==> src/hw/rtl/rsef_pkg.sv <==
`default_nettype none

package rsef_pkg;

    // Field widths
    localparam int VALUE_BITS      = 16;
    localparam int TIME_BITS       = 32;
    localparam int MODE_BITS       = 2;
    localparam int USED_BITS       = 5;
    localparam int DEF_MAX_SENSORS = 16;

    // Product magnitude and signed working width of the extrapolated value
    localparam int PROD_W = VALUE_BITS + TIME_BITS;
    localparam int VAL_W  = PROD_W + 2;

    // Fusion mode codes; the unused code answers as maximum
    localparam logic [MODE_BITS-1:0] MODE_MAX = 2'd0;
    localparam logic [MODE_BITS-1:0] MODE_MIN = 2'd1;
    localparam logic [MODE_BITS-1:0] MODE_AVG = 2'd2;

    // Sequencer states
    typedef enum logic [3:0] {
        ST_IDLE,
        ST_DIFF,
        ST_MAG,
        ST_MUL,
        ST_DIV_PROD,
        ST_SIGN,
        ST_ADD,
        ST_FOLD,
        ST_ACC,
        ST_CLOSE,
        ST_DIV_AVG,
        ST_EMIT
    } t_state;

    // Divider status toward the sequencer
    typedef struct packed {
        logic busy;
        logic done;
    } t_div_stat;

endpackage

`default_nettype wire

==> src/hw/rtl/rsef_div.sv <==
`default_nettype none

// Unsigned restoring divider, one quotient bit per cycle.
module rsef_div #(
    parameter int DIVIDEND_W = rsef_pkg::PROD_W,
    parameter int DIVISOR_W  = rsef_pkg::TIME_BITS
) (
    input  wire                       i_clk,
    input  wire                       i_rst_n,
    input  wire                       i_start,
    input  wire  [DIVIDEND_W-1:0]     i_dividend,
    input  wire  [DIVISOR_W-1:0]      i_divisor,
    output logic [DIVIDEND_W-1:0]     o_quotient,
    output rsef_pkg::t_div_stat       o_stat
);
    import rsef_pkg::*;

    localparam int CNT_W = $clog2(DIVIDEND_W + 1);

    logic                  r_busy;
    logic                  r_done;
    logic [CNT_W-1:0]      r_cnt;
    logic [DIVISOR_W-1:0]  r_rem;
    logic [DIVIDEND_W-1:0] r_quo;
    logic [DIVISOR_W-1:0]  r_dvs;

    logic [DIVISOR_W:0]    trial;
    logic [DIVISOR_W:0]    diff;
    logic                  fits;

    // Trial subtract of the divisor from the shifted partial remainder
    always_comb begin
        trial = {r_rem, r_quo[DIVIDEND_W-1]};
        diff  = trial - {1'b0, r_dvs};
        fits  = trial >= {1'b0, r_dvs};
    end

    // Control
    always_ff @(posedge i_clk) begin
        if (!i_rst_n) begin
            r_busy <= 1'b0;
            r_done <= 1'b0;
            r_cnt  <= '0;
        end else begin
            r_done <= 1'b0;
            if (i_start) begin
                r_busy <= 1'b1;
                r_cnt  <= CNT_W'(DIVIDEND_W);
            end else if (r_busy) begin
                r_cnt <= r_cnt - CNT_W'(1);
                if (r_cnt == CNT_W'(1)) begin
                    r_busy <= 1'b0;
                    r_done <= 1'b1;
                end
            end
        end
    end

    // Datapath: dividend shifts out the top while quotient bits enter below
    always_ff @(posedge i_clk) begin
        if (i_start) begin
            r_rem <= '0;
            r_quo <= i_dividend;
            r_dvs <= i_divisor;
        end else if (r_busy) begin
            r_rem <= fits ? diff[DIVISOR_W-1:0] : trial[DIVISOR_W-1:0];
            r_quo <= {r_quo[DIVIDEND_W-2:0], fits};
        end
    end

    assign o_quotient  = r_quo;
    assign o_stat.busy = r_busy;
    assign o_stat.done = r_done;

endmodule

`default_nettype wire

==> src/hw/rtl/range_sensor_extrapolate_fuse.sv <==
`default_nettype none

// Range sensor extrapolation and fusion. Each request carries one sensor's two
// latest timed readings, the current time and the sensor's limits; the block
// extrapolates linearly to now (quotient truncated toward zero), holds the newer
// reading when both sample times are equal, clamps to the limits and folds the
// value into a running max, min, sum and count. A request with last_sensor set
// closes the round and produces one result (max, min or average by fusion_mode).
// Requests are taken one at a time and the input stalls while one is worked on.
// Each sensor passes through these steps in order: accept, difference, take
// magnitudes, start the divide, run the shared 48-bit restoring divider (one
// quotient bit per cycle), then sign, add, clamp, fold and close. Equal sample
// times skip the multiply and divide. A closing sensor then loads the output
// register; in average mode the same divider first forms the round average.
// The load waits while a previous result is still stalled. Sensors beyond
// MAX_SENSORS in one round are not folded in.
// fusion_mode may be written only while the block is idle.
module range_sensor_extrapolate_fuse #(
    parameter int MAX_SENSORS = rsef_pkg::DEF_MAX_SENSORS
) (
    input  wire                                 i_clk,
    input  wire                                 i_rst_n,
    // configuration
    input  wire                                 i_cfg_valid,
    output logic                                o_cfg_ready,
    input  wire  [rsef_pkg::MODE_BITS-1:0]      i_cfg_data,
    // sensor requests
    input  wire                                 i_in_valid,
    output logic                                o_in_stall,
    input  wire  [rsef_pkg::VALUE_BITS-1:0]     i_older_value,
    input  wire  [rsef_pkg::VALUE_BITS-1:0]     i_newer_value,
    input  wire  [rsef_pkg::TIME_BITS-1:0]      i_older_time,
    input  wire  [rsef_pkg::TIME_BITS-1:0]      i_newer_time,
    input  wire  [rsef_pkg::TIME_BITS-1:0]      i_now_time,
    input  wire  [rsef_pkg::VALUE_BITS-1:0]     i_range_min,
    input  wire  [rsef_pkg::VALUE_BITS-1:0]     i_range_max,
    input  wire                                 i_last_sensor,
    // fused results
    output logic                                o_out_valid,
    input  wire                                 i_out_stall,
    output logic [rsef_pkg::VALUE_BITS-1:0]     o_fused_value,
    output logic [rsef_pkg::USED_BITS-1:0]      o_sensors_used,
    output logic                                o_degenerate_seen
);
    import rsef_pkg::*;

    localparam int VB    = VALUE_BITS;
    localparam int TB    = TIME_BITS;
    localparam int CNT_W = $clog2(MAX_SENSORS + 1);
    localparam int SUM_W = VB + CNT_W;

    t_state r_state, n_state;

    logic [MODE_BITS-1:0] r_mode;

    // latched request
    logic [VB-1:0] r_oldv, r_newv, r_lo, r_hi;
    logic [TB-1:0] r_oldt, r_newt, r_nowt;
    logic          r_last;

    // extrapolation datapath
    logic [VB:0]      r_dv;
    logic [TB:0]      r_dt, r_da;
    logic [VB-1:0]    r_dv_mag;
    logic [TB-1:0]    r_dt_mag, r_da_mag;
    logic             r_neg;
    logic             r_item_deg;
    logic [VAL_W-1:0] r_qs;
    logic [VAL_W-1:0] r_val;
    logic [VB-1:0]    r_cv;

    // round state
    logic [VB-1:0]    r_max, r_min;
    logic [SUM_W-1:0] r_sum;
    logic [CNT_W-1:0] r_count;
    logic             r_degf;

    // output register
    logic                 r_out_valid;
    logic [VB-1:0]        r_fused;
    logic [USED_BITS-1:0] r_used;
    logic                 r_degen;

    // control
    logic in_acc, full, dt_zero, avg_go, div_start, emit_load;

    // shared divider
    logic [PROD_W-1:0] div_dividend, div_quot, prod;
    logic [TB-1:0]     div_divisor;
    t_div_stat         div_stat;

    // combinational helpers
    logic             dv_neg, dt_neg, da_neg;
    logic [VB:0]      dv_abs;
    logic [TB:0]      dt_abs, da_abs;
    logic [VAL_W-1:0] q_ext, lo_ext, hi_ext, c1, c2;
    logic [VB-1:0]    fused_sel;
    logic [CNT_W+USED_BITS-1:0] used_ext;

    assign o_cfg_ready = 1'b1;
    assign o_in_stall  = (r_state != ST_IDLE);
    assign in_acc      = i_in_valid && !o_in_stall;
    assign full        = (r_count >= CNT_W'(MAX_SENSORS));
    assign dt_zero     = (r_dt == '0);
    assign avg_go      = r_last && (r_mode == MODE_AVG) && (r_count != '0);

    // Next state
    always_comb begin
        n_state = r_state;
        unique case (r_state)
            ST_IDLE:     if (in_acc) n_state = full ? ST_CLOSE : ST_DIFF;
            ST_DIFF:     n_state = ST_MAG;
            ST_MAG:      n_state = dt_zero ? ST_FOLD : ST_MUL;
            ST_MUL:      n_state = ST_DIV_PROD;
            ST_DIV_PROD: if (div_stat.done) n_state = ST_SIGN;
            ST_SIGN:     n_state = ST_ADD;
            ST_ADD:      n_state = ST_FOLD;
            ST_FOLD:     n_state = ST_ACC;
            ST_ACC:      n_state = ST_CLOSE;
            ST_CLOSE: begin
                priority if (!r_last) n_state = ST_IDLE;
                else if (avg_go)      n_state = ST_DIV_AVG;
                else                  n_state = ST_EMIT;
            end
            ST_DIV_AVG:  if (div_stat.done) n_state = ST_EMIT;
            ST_EMIT:     if (emit_load) n_state = ST_IDLE;
            default:     n_state = ST_IDLE;
        endcase
    end

    // Sequencer outputs
    always_comb begin
        div_start = (r_state == ST_MUL) || ((r_state == ST_CLOSE) && avg_go);
        emit_load = (r_state == ST_EMIT) && (!r_out_valid || !i_out_stall);
    end

    always_ff @(posedge i_clk) begin
        if (!i_rst_n) r_state <= ST_IDLE;
        else          r_state <= n_state;
    end

    // Configuration register
    always_ff @(posedge i_clk) begin
        if (!i_rst_n)                       r_mode <= MODE_MAX;
        else if (i_cfg_valid && o_cfg_ready) r_mode <= i_cfg_data;
    end

    // Signed differences to magnitudes
    always_comb begin
        dv_neg = r_dv[VB];
        dt_neg = r_dt[TB];
        da_neg = r_da[TB];
        dv_abs = dv_neg ? (~r_dv + (VB+1)'(1)) : r_dv;
        dt_abs = dt_neg ? (~r_dt + (TB+1)'(1)) : r_dt;
        da_abs = da_neg ? (~r_da + (TB+1)'(1)) : r_da;
    end

    // Magnitude product, fed straight into the divider
    assign prod = r_dv_mag * r_da_mag;

    // Divider operands: extrapolation quotient or round average
    always_comb begin
        if (r_state == ST_CLOSE) begin
            div_dividend = PROD_W'(r_sum);
            div_divisor  = TB'(r_count);
        end else begin
            div_dividend = prod;
            div_divisor  = r_dt_mag;
        end
    end

    rsef_div #(
        .DIVIDEND_W (PROD_W),
        .DIVISOR_W  (TB)
    ) u_div (
        .i_clk      (i_clk),
        .i_rst_n    (i_rst_n),
        .i_start    (div_start),
        .i_dividend (div_dividend),
        .i_divisor  (div_divisor),
        .o_quotient (div_quot),
        .o_stat     (div_stat)
    );

    // Clamp: raise to the low limit first, then cap at the high limit
    always_comb begin
        q_ext  = {2'b00, div_quot};
        lo_ext = {{(VAL_W-VB){1'b0}}, r_lo};
        hi_ext = {{(VAL_W-VB){1'b0}}, r_hi};
        c1     = ($signed(r_val) < $signed(lo_ext)) ? lo_ext : r_val;
        c2     = ($signed(c1) > $signed(hi_ext)) ? hi_ext : c1;
    end

    // Extrapolation datapath
    always_ff @(posedge i_clk) begin
        unique case (r_state)
            ST_IDLE: begin
                if (in_acc) begin
                    r_oldv     <= i_older_value;
                    r_newv     <= i_newer_value;
                    r_oldt     <= i_older_time;
                    r_newt     <= i_newer_time;
                    r_nowt     <= i_now_time;
                    r_lo       <= i_range_min;
                    r_hi       <= i_range_max;
                    r_last     <= i_last_sensor;
                    r_item_deg <= 1'b0;
                end
            end
            ST_DIFF: begin
                r_dv <= {1'b0, r_newv} - {1'b0, r_oldv};
                r_dt <= {1'b0, r_newt} - {1'b0, r_oldt};
                r_da <= {1'b0, r_nowt} - {1'b0, r_newt};
            end
            ST_MAG: begin
                r_dv_mag <= dv_abs[VB-1:0];
                r_dt_mag <= dt_abs[TB-1:0];
                r_da_mag <= da_abs[TB-1:0];
                r_neg    <= dv_neg ^ dt_neg ^ da_neg;
                // equal sample times: hold the newer reading
                if (dt_zero) begin
                    r_val      <= {{(VAL_W-VB){1'b0}}, r_newv};
                    r_item_deg <= 1'b1;
                end
            end
            ST_SIGN: r_qs  <= r_neg ? (~q_ext + VAL_W'(1)) : q_ext;
            ST_ADD:  r_val <= {{(VAL_W-VB){1'b0}}, r_newv} + r_qs;
            ST_FOLD: r_cv  <= c2[VB-1:0];
            default: ;
        endcase
    end

    // Round accumulators
    always_ff @(posedge i_clk) begin
        if (!i_rst_n || emit_load) begin
            r_max   <= '0;
            r_min   <= '1;
            r_sum   <= '0;
            r_count <= '0;
            r_degf  <= 1'b0;
        end else if (r_state == ST_ACC) begin
            if (r_cv > r_max) r_max <= r_cv;
            if (r_cv < r_min) r_min <= r_cv;
            r_sum   <= r_sum + SUM_W'(r_cv);
            r_count <= r_count + CNT_W'(1);
            if (r_item_deg) r_degf <= 1'b1;
        end
    end

    // Fused value by mode
    always_comb begin
        unique case (r_mode)
            MODE_MIN: fused_sel = r_min;
            MODE_AVG: fused_sel = (r_count != '0) ? div_quot[VB-1:0] : '0;
            default:  fused_sel = r_max;
        endcase
        used_ext = {{USED_BITS{1'b0}}, r_count};
    end

    // Output register
    always_ff @(posedge i_clk) begin
        if (!i_rst_n) begin
            r_out_valid <= 1'b0;
        end else if (emit_load) begin
            r_out_valid <= 1'b1;
        end else if (!i_out_stall) begin
            r_out_valid <= 1'b0;
        end
    end

    always_ff @(posedge i_clk) begin
        if (emit_load) begin
            r_fused <= fused_sel;
            r_used  <= used_ext[USED_BITS-1:0];
            r_degen <= r_degf;
        end
    end

    assign o_out_valid       = r_out_valid;
    assign o_fused_value     = r_fused;
    assign o_sensors_used    = r_used;
    assign o_degenerate_seen = r_degen;

    // Checks
    a_count_bound: assert property (@(posedge i_clk) disable iff (!i_rst_n)
        r_count <= CNT_W'(MAX_SENSORS))
        else $error("sensor count above round limit");

    a_div_start_idle: assert property (@(posedge i_clk) disable iff (!i_rst_n)
        div_start |-> !div_stat.busy)
        else $error("divider started while busy");

    a_div_done_state: assert property (@(posedge i_clk) disable iff (!i_rst_n)
        div_stat.done |-> (r_state == ST_DIV_PROD || r_state == ST_DIV_AVG))
        else $error("divider finished outside a wait state");

    a_round_cleared: assert property (@(posedge i_clk) disable iff (!i_rst_n)
        emit_load |=> (r_count == '0 && r_sum == '0 && !r_degf))
        else $error("round state not cleared after result");

endmodule

`default_nettype wire
==> config.mk <==
export PLATFORM = sky130hd
export DESIGN_NAME = range_sensor_extrapolate_fuse
export DESIGN_NICKNAME = d
export VERILOG_FILES = /design/src/hw/rtl/rsef_pkg.sv /design/src/hw/rtl/rsef_div.sv /design/src/hw/rtl/range_sensor_extrapolate_fuse.sv
export SDC_FILE = /design/constraint.sdc
export NUM_CORES = 2
export LEC_CHECK = 0
export BUFFER_PORTS_ARGS = -buffer_cell sky130_fd_sc_hd__buf_2
export CAP_MARGIN = 20
export CORE_UTILIZATION = 31
export CTS_CLUSTER_DIAMETER = 60
export DETAILED_ROUTE_END_ITERATION = 16
export PLACE_DENSITY = 0.43
export SKIP_LAST_GASP = 1
export SLEW_MARGIN = 20
export SYNTH_ARGS = -nofsm -noshare
export SYNTH_HDL_FRONTEND = slang
export SYNTH_SLANG_ARGS = --single-unit
==> constraint.sdc <==
create_clock -name i_clk -period 9 [get_ports i_clk]
set_input_delay 1.8 -clock i_clk [delete_from_list [all_inputs] [get_ports i_clk]]
set_output_delay 1.8 -clock i_clk [all_outputs]
set_load 0.05 [all_outputs]
; Word level (Yosys, flattened, before mapping)
; Cells that the tools add are included.
[op_classes]
n_addsub = 12
mul = 1
n_lt_le_gt_ge = 6
eq_ne = 20
n_mux = 35
bitwise = 8
reduce_logical = 28
[ops]
columns = op, count
row1 = $mux 48, 4
row2 = $mux 50, 2
row3 = $pmux 50 s2, 1
row4 = $mux 32, 3
row5 = $sub 32x32->33, 2
row6 = $add 32x1->32 const B, 2
row7 = $not 32->32, 2
row8 = $add 16x50->50, 1
row9 = $add 50x1->50 const B, 1
row10 = $gt 50x17->1, 1
row11 = $lt 50x17->1, 1
row12 = $not 48->50, 1
row13 = $mul 16x32->48, 1
row14 = $mux 16, 3
row15 = $pmux 4 s12, 1
row16 = $ge 33x32->1, 1
row17 = $logic_not 33->1, 1
row18 = $pmux 16 s2, 1
row19 = $sub 32x32->32, 1
row20 = $mux 4, 6
row21 = $add 21x16->21, 1
row22 = $sub 16x16->17, 1
row23 = $add 16x1->16 const B, 1
row24 = $eq 4x3->1 const B, 4
row25 = other kinds (33), 67
[word_totals]
register_bits = 650
inputBits = 168
word_cells = 149

; Depth between registers and ports, before layout
[logic_depth]
depth_word = 6
mapped_depth = 29
depth_no_buf = 26

; By module
; From an unflattened synthesis, not the netlist that was laid out.
[unflattened]
cells_unflattened = 5084
area_unflattened_um2 = 51134.0
[modules_own_cells]
columns = module, n_inst, cells_each, area_each_um2, seq_area_each_um2
row1 = range_sensor_extrapolate_fuse, 1, 4447, 44387.6, 15254.6
row2 = rsef_div, 1, 637, 6746.5, 3203.1

; Worst setup path after synthesis
; OpenSTA, ideal clock, no wires.
[synth_path]
kind = register -> register
start = register r_state[0]
end = register r_val[0] (enable)
setup_time_ns = 0.409
t_arrival_ns = 8.234
setup_slack_ns = 0.357
path_stages_with_launch = 5
n_path_buf = 1
path_cell_list = dfxtp_1 clkbuf_1 nor3_1 nand3_1 nand2_1
[synth_between]
elab_chain_cells = 3
[synth_rtl]
columns = element, line_no
row1 = start: declaration, range_sensor_extrapolate_fuse.sv:52  ; t_state r_state, n_state;
row2 = start signal: assignment, range_sensor_extrapolate_fuse.sv:139  ; else r_state <= n_state;
row3 = $eq 4x2->1 or $eq 4x3->1 (tied branches), range_sensor_extrapolate_fuse.sv:196  ; unique case (r_state)
row4 = $ne 2x2->1 (no source line) or $reduce_bool 2->1 (tied branches), --
row5 = $reduce_and 2->1 (no source line) *, --
row6 = end signal: assignment, range_sensor_extrapolate_fuse.sv:222  ; r_val <= {{(VAL_W-VB){1'b0}}, r_newv};
row7 = end signal: assignment, range_sensor_extrapolate_fuse.sv:227  ; ST_ADD: r_val <= {{(VAL_W-VB){1'b0}}, r_newv} + r_qs;
row8 = end: declaration, range_sensor_extrapolate_fuse.sv:69  ; logic [VAL_W-1:0] r_val;
; Mark *: on every way between the ends. The rest lies on a longest branch, timed or not.
; A chain may end at the register's enable or synchronous reset.

; Final worst setup path
[layout_path]
start = register r_dv_mag[7]
end = register u_div.r_quo[42] (netlist: u_div.o_quotient[42]) (data pin)
[layout_between]
elab_chain_cells = 3
[layout_rtl]
columns = element, line_no
row1 = start: declaration, range_sensor_extrapolate_fuse.sv:64  ; logic [VB-1:0] r_dv_mag;
row2 = start signal: assignment, range_sensor_extrapolate_fuse.sv:216  ; r_dv_mag <= dv_abs[VB-1:0];
row3 = $mul 16x32->48, range_sensor_extrapolate_fuse.sv:159  ; assign prod = r_dv_mag * r_da_mag;
row4 = $mux 48, range_sensor_extrapolate_fuse.sv:163  ; if (r_state == ST_CLOSE) begin
row5 = $mux 48, rsef_div.sv:61  ; if (i_start) begin
row6 = end signal: assignment, rsef_div.sv:63  ; r_quo <= i_dividend;
row7 = end signal: assignment, rsef_div.sv:67  ; r_quo <= {r_quo[DIVIDEND_W-2:0], fits};
row8 = end: declaration, rsef_div.sv:24  ; logic [DIVIDEND_W-1:0] r_quo;
; Every way passes these cells.

==> results.cfg <==
[sta]
setup_violations = 0
period_needed_ns = 7.943
slew_violations = 0
relSlewSlack = 0.2749
clock.fmax_ghz = 0.1259
final_hold_viol_count = 0
setup_tns_ns = 0
holdWs_ns = 0.4572
skew_ns = 0.04206
grt_setup_unrepaired = no
period_share = 0.8825
worstMarginPinSlew_ns = 1.088

[yosys]
synth_edf_count = 544
yosysTopAreaCell = edfxtp_1
ys_types = 74
ys_ff_latch = 650
yosys_warnings = 0
yosys.area.top_type_share = 0.3256
synth_nets = 5853
syn_area_um2 = 50170
synth_cells = 4924
ys_top_cells_by_area = edfxtp_1 33%, fa_1 17%, ha_1 8.4%, inv_1 5.3%, dfxtp_1 4.2%
syn_avg_cell_area_um2 = 10.19
ys_seq_area_frac = 0.3679
async_reset_ff_frac = 0
synth-main-ff-cell = edfxtp_1

[clocking]
htreeDepth = 3
cts_tree = built
clk_latency_ns = 0.67
cts_buffers = 82
postCtsHoldBufs = 0
cts.sinks = 650
clk_pin_slew_ns = 0.06
cts_setup_buffers = 0
cts.path.max_buffers = 3
cts_resized = 0
cts_root_buf = clkbuf_16

[worst_setup_path]
startpoint_type = flip-flop
r2r_cells = 24
r2r_end = u_div.o_quotient[42]$_DFFE_PP_
reg2reg_slack_ns = 1.06
crit_start = r_dv_mag[7]$_DFFE_PP_
cp.arrival_ns = 8.32
crit_fanout = 20
end_kind = flip-flop
critPathKind = flip-flop to flip-flop
r2r_start = r_dv_mag[7]$_DFFE_PP_
worstPathRequired_ns = 9.38

[route]
viasPerCell = 4.771
post_drt_wl_per_cell_um = 19.83
first_pass_iters = 5
ant_nets = 0
vias = 34830
post-route-drc-count = 0
initialDrtViolationCount = 2480
drt-total-wl_um = 144700

[global_route]
grt_antenna_before_repair = 7
grt-ovfl-total = 0
track_usage = 0.1790
grt_max_degree = 81
grt_pass1_wl_um = 221400
grt_pass1_vias = 35510

[placed_design]
dp_hpwl_um = 113400
place.gp.congestion = 0.8322
port_buffers = 191

[layout]
fillCellCount = 16260
seqCellArea_um2 = 18460
final_nets = 5997
multiInputGateArea_um2 = 28410
area_delta_synth_final_pct = 12.82
drive_above_1_share = 0.08585
final_util = 0.3525

[floorplan]
fp.dieW_um = 404.3
rows = 147
die_area_um2 = 163500
io_pins = 193
core_area_um2 = 160600
fp.dieH_um = 404.3
initial_core_util = 0.3125

[min_path]
worstHoldPathCells = 2
worstHoldPathType = flip-flop to flip-flop
min-delay-start = u_div.r_rem[3]$_SDFFE_PN0P_
hold_end = u_div.r_rem[4]$_SDFFE_PN0P_

[outcome]
outcome = finished clean

[job]
maxCapViolCount = 0
## cells in the final DEF (no fill, tap or decap), types with 15 or more instances in the layout
master	synthesis	routed
nand2_1	564	562
buf_4	1	58
a22o_1	27	27
o21ai_0	174	174
mux2i_1	46	46
a31oi_1	32	31
o21bai_1	19	19
a21oi_1	251	251
mux2_2	21	21
buf_2	0	191
o21a_1	33	33
and3_1	28	27
nand4_1	37	37
ha_1	337	337
fa_1	424	424
nor3_1	37	32
xor2_1	77	77
inv_1	705	705
edfxtp_1	544	544
nand3_1	52	52
and2_1	220	220
a21boi_0	17	17
bufinv_16	0	15
a221oi_1	20	20
dfxtp_1	106	105
o31ai_1	50	50
nor4_1	18	18
xnor2_1	240	240
nor2_1	221	219
a21o_1	113	113
a211oi_1	27	27
nor2b_1	59	59
clkbuf_16	0	86
nand2b_1	41	41
o41ai_1	23	23
or4_1	20	20
or3_1	33	33
## cells in the mapped netlist (13+ instances only)
library cell,instances
a221oi_1,20
clkbuf_1,182
edfxtp_1,544
or4_1,20
fa_1,424
a21oi_1,251
o21bai_1,19
dfxtp_1,106
nand3_1,52
o21ai_0,174
mux2_2,21
ha_1,337
a31oi_1,32
mux2i_1,46
a21o_1,113
nor2b_1,59
and2_1,220
o41ai_1,23
nand4_1,37
and4_1,13
a22o_1,27
nor2_1,221
nor4_1,18
inv_1,705
nor3_1,37
and3_1,28
nand2b_1,41
or3_1,33
o21a_1,33
nand2_1,564
a21boi_0,17
a211oi_1,27
xor2_1,77
xnor2_1,240
o31ai_1,50
## stage by stage
step | area (µm²) | worst slack (ns) | cells
3_3_place_gp | 53620 | 1.097 | 7143
3_5_place_dp | 53620 | 1.108 | 7143
2_1_floorplan | 50170 | 0.3572 | 4924
5_1_grt | 56600 | 0.5528 | 7297
6_report | 56600 | 1.057 | 7299
4_1_cts | 56580 | 1.049 | 7296
## routing by layer
metal,up-vias,part of all wire,GRT usage
met4,0,0.018,0.04180
met2,727,0.44,0.2748
li1,16850,-,-
met5,-,0,0
met3,143,0.048,0.02407
met1,17110,0.49,0.2648
## state kept, by name (all words and copies together) (netlist names), 21 cells and up
register and cells:
r_qs 50, r_val 50, u_div.o_quotient 48, r_da 33, r_dt 33, r_da_mag 32, r_dt_mag 32, r_newt 32
r_nowt 32, r_oldt 32, u_div.r_dvs 32, u_div.r_rem 32, r_sum 21
## layout make-up
class,instances,area share
timing repair buffer,250,0.02485
antenna,2,0.00008842
inverter,706,0.04682
tap,2160,0.04775
multi-input combinational,3378,0.5020
sequential,650,0.3261
clock inverter,50,0.01271
clock buffer,103,0.03968
## cell families after synthesis
| kind of cell | after synthesis | synth area share |
|---|---|---|
| buf+inv | 896 | 0.06711 |
| xor+xnor | 317 | 0.05534 |
| flops | 650 | 0.3679 |
| fa+ha+maj | 761 | 0.2532 |
| mux | 67 | 0.01389 |
| simple gates | 1367 | 0.1313 |
| compound gates | 865 | 0.1111 |
| other cells | 1 | 0.00007474 |
## worst max path at each step
stage	cells after the start	endpoint
2_1_floorplan	4	r_val[0]$_DFFE_PP_
3_3_place_gp	23	u_div.o_quotient[38]$_DFFE_PP_
3_5_place_dp	24	u_div.o_quotient[40]$_DFFE_PP_
4_1_cts	23	u_div.o_quotient[42]$_DFFE_PP_
5_1_grt	24	u_div.o_quotient[42]$_DFFE_PP_
6_report	24	u_div.o_quotient[42]$_DFFE_PP_
## worst max-delay path, stage by stage (launching register included)
cell and delay, ns:
edfxtp_1 0.93, nand2_1 0.15, fa_1 0.52, inv_1 0.05, fa_1 0.51, inv_1 0.05
fa_1 0.48, inv_1 0.06, fa_1 0.44, fa_1 0.52, inv_1 0.06, fa_1 0.54
inv_1 0.05, ha_1 0.36, a21o_1 0.20, a21o_1 0.19, a21o_1 0.20, a311oi_1 0.34
nor2_1 0.07, a211oi_1 0.30, a21oi_1 0.33, a31oi_1 0.76, o21bai_1 0.20, xor2_1 0.17
a22o_1 0.18
Power is left out: the tool's default activity adds up to more than one toggle a clock period on the data nets, which glitch-free logic cannot reach.
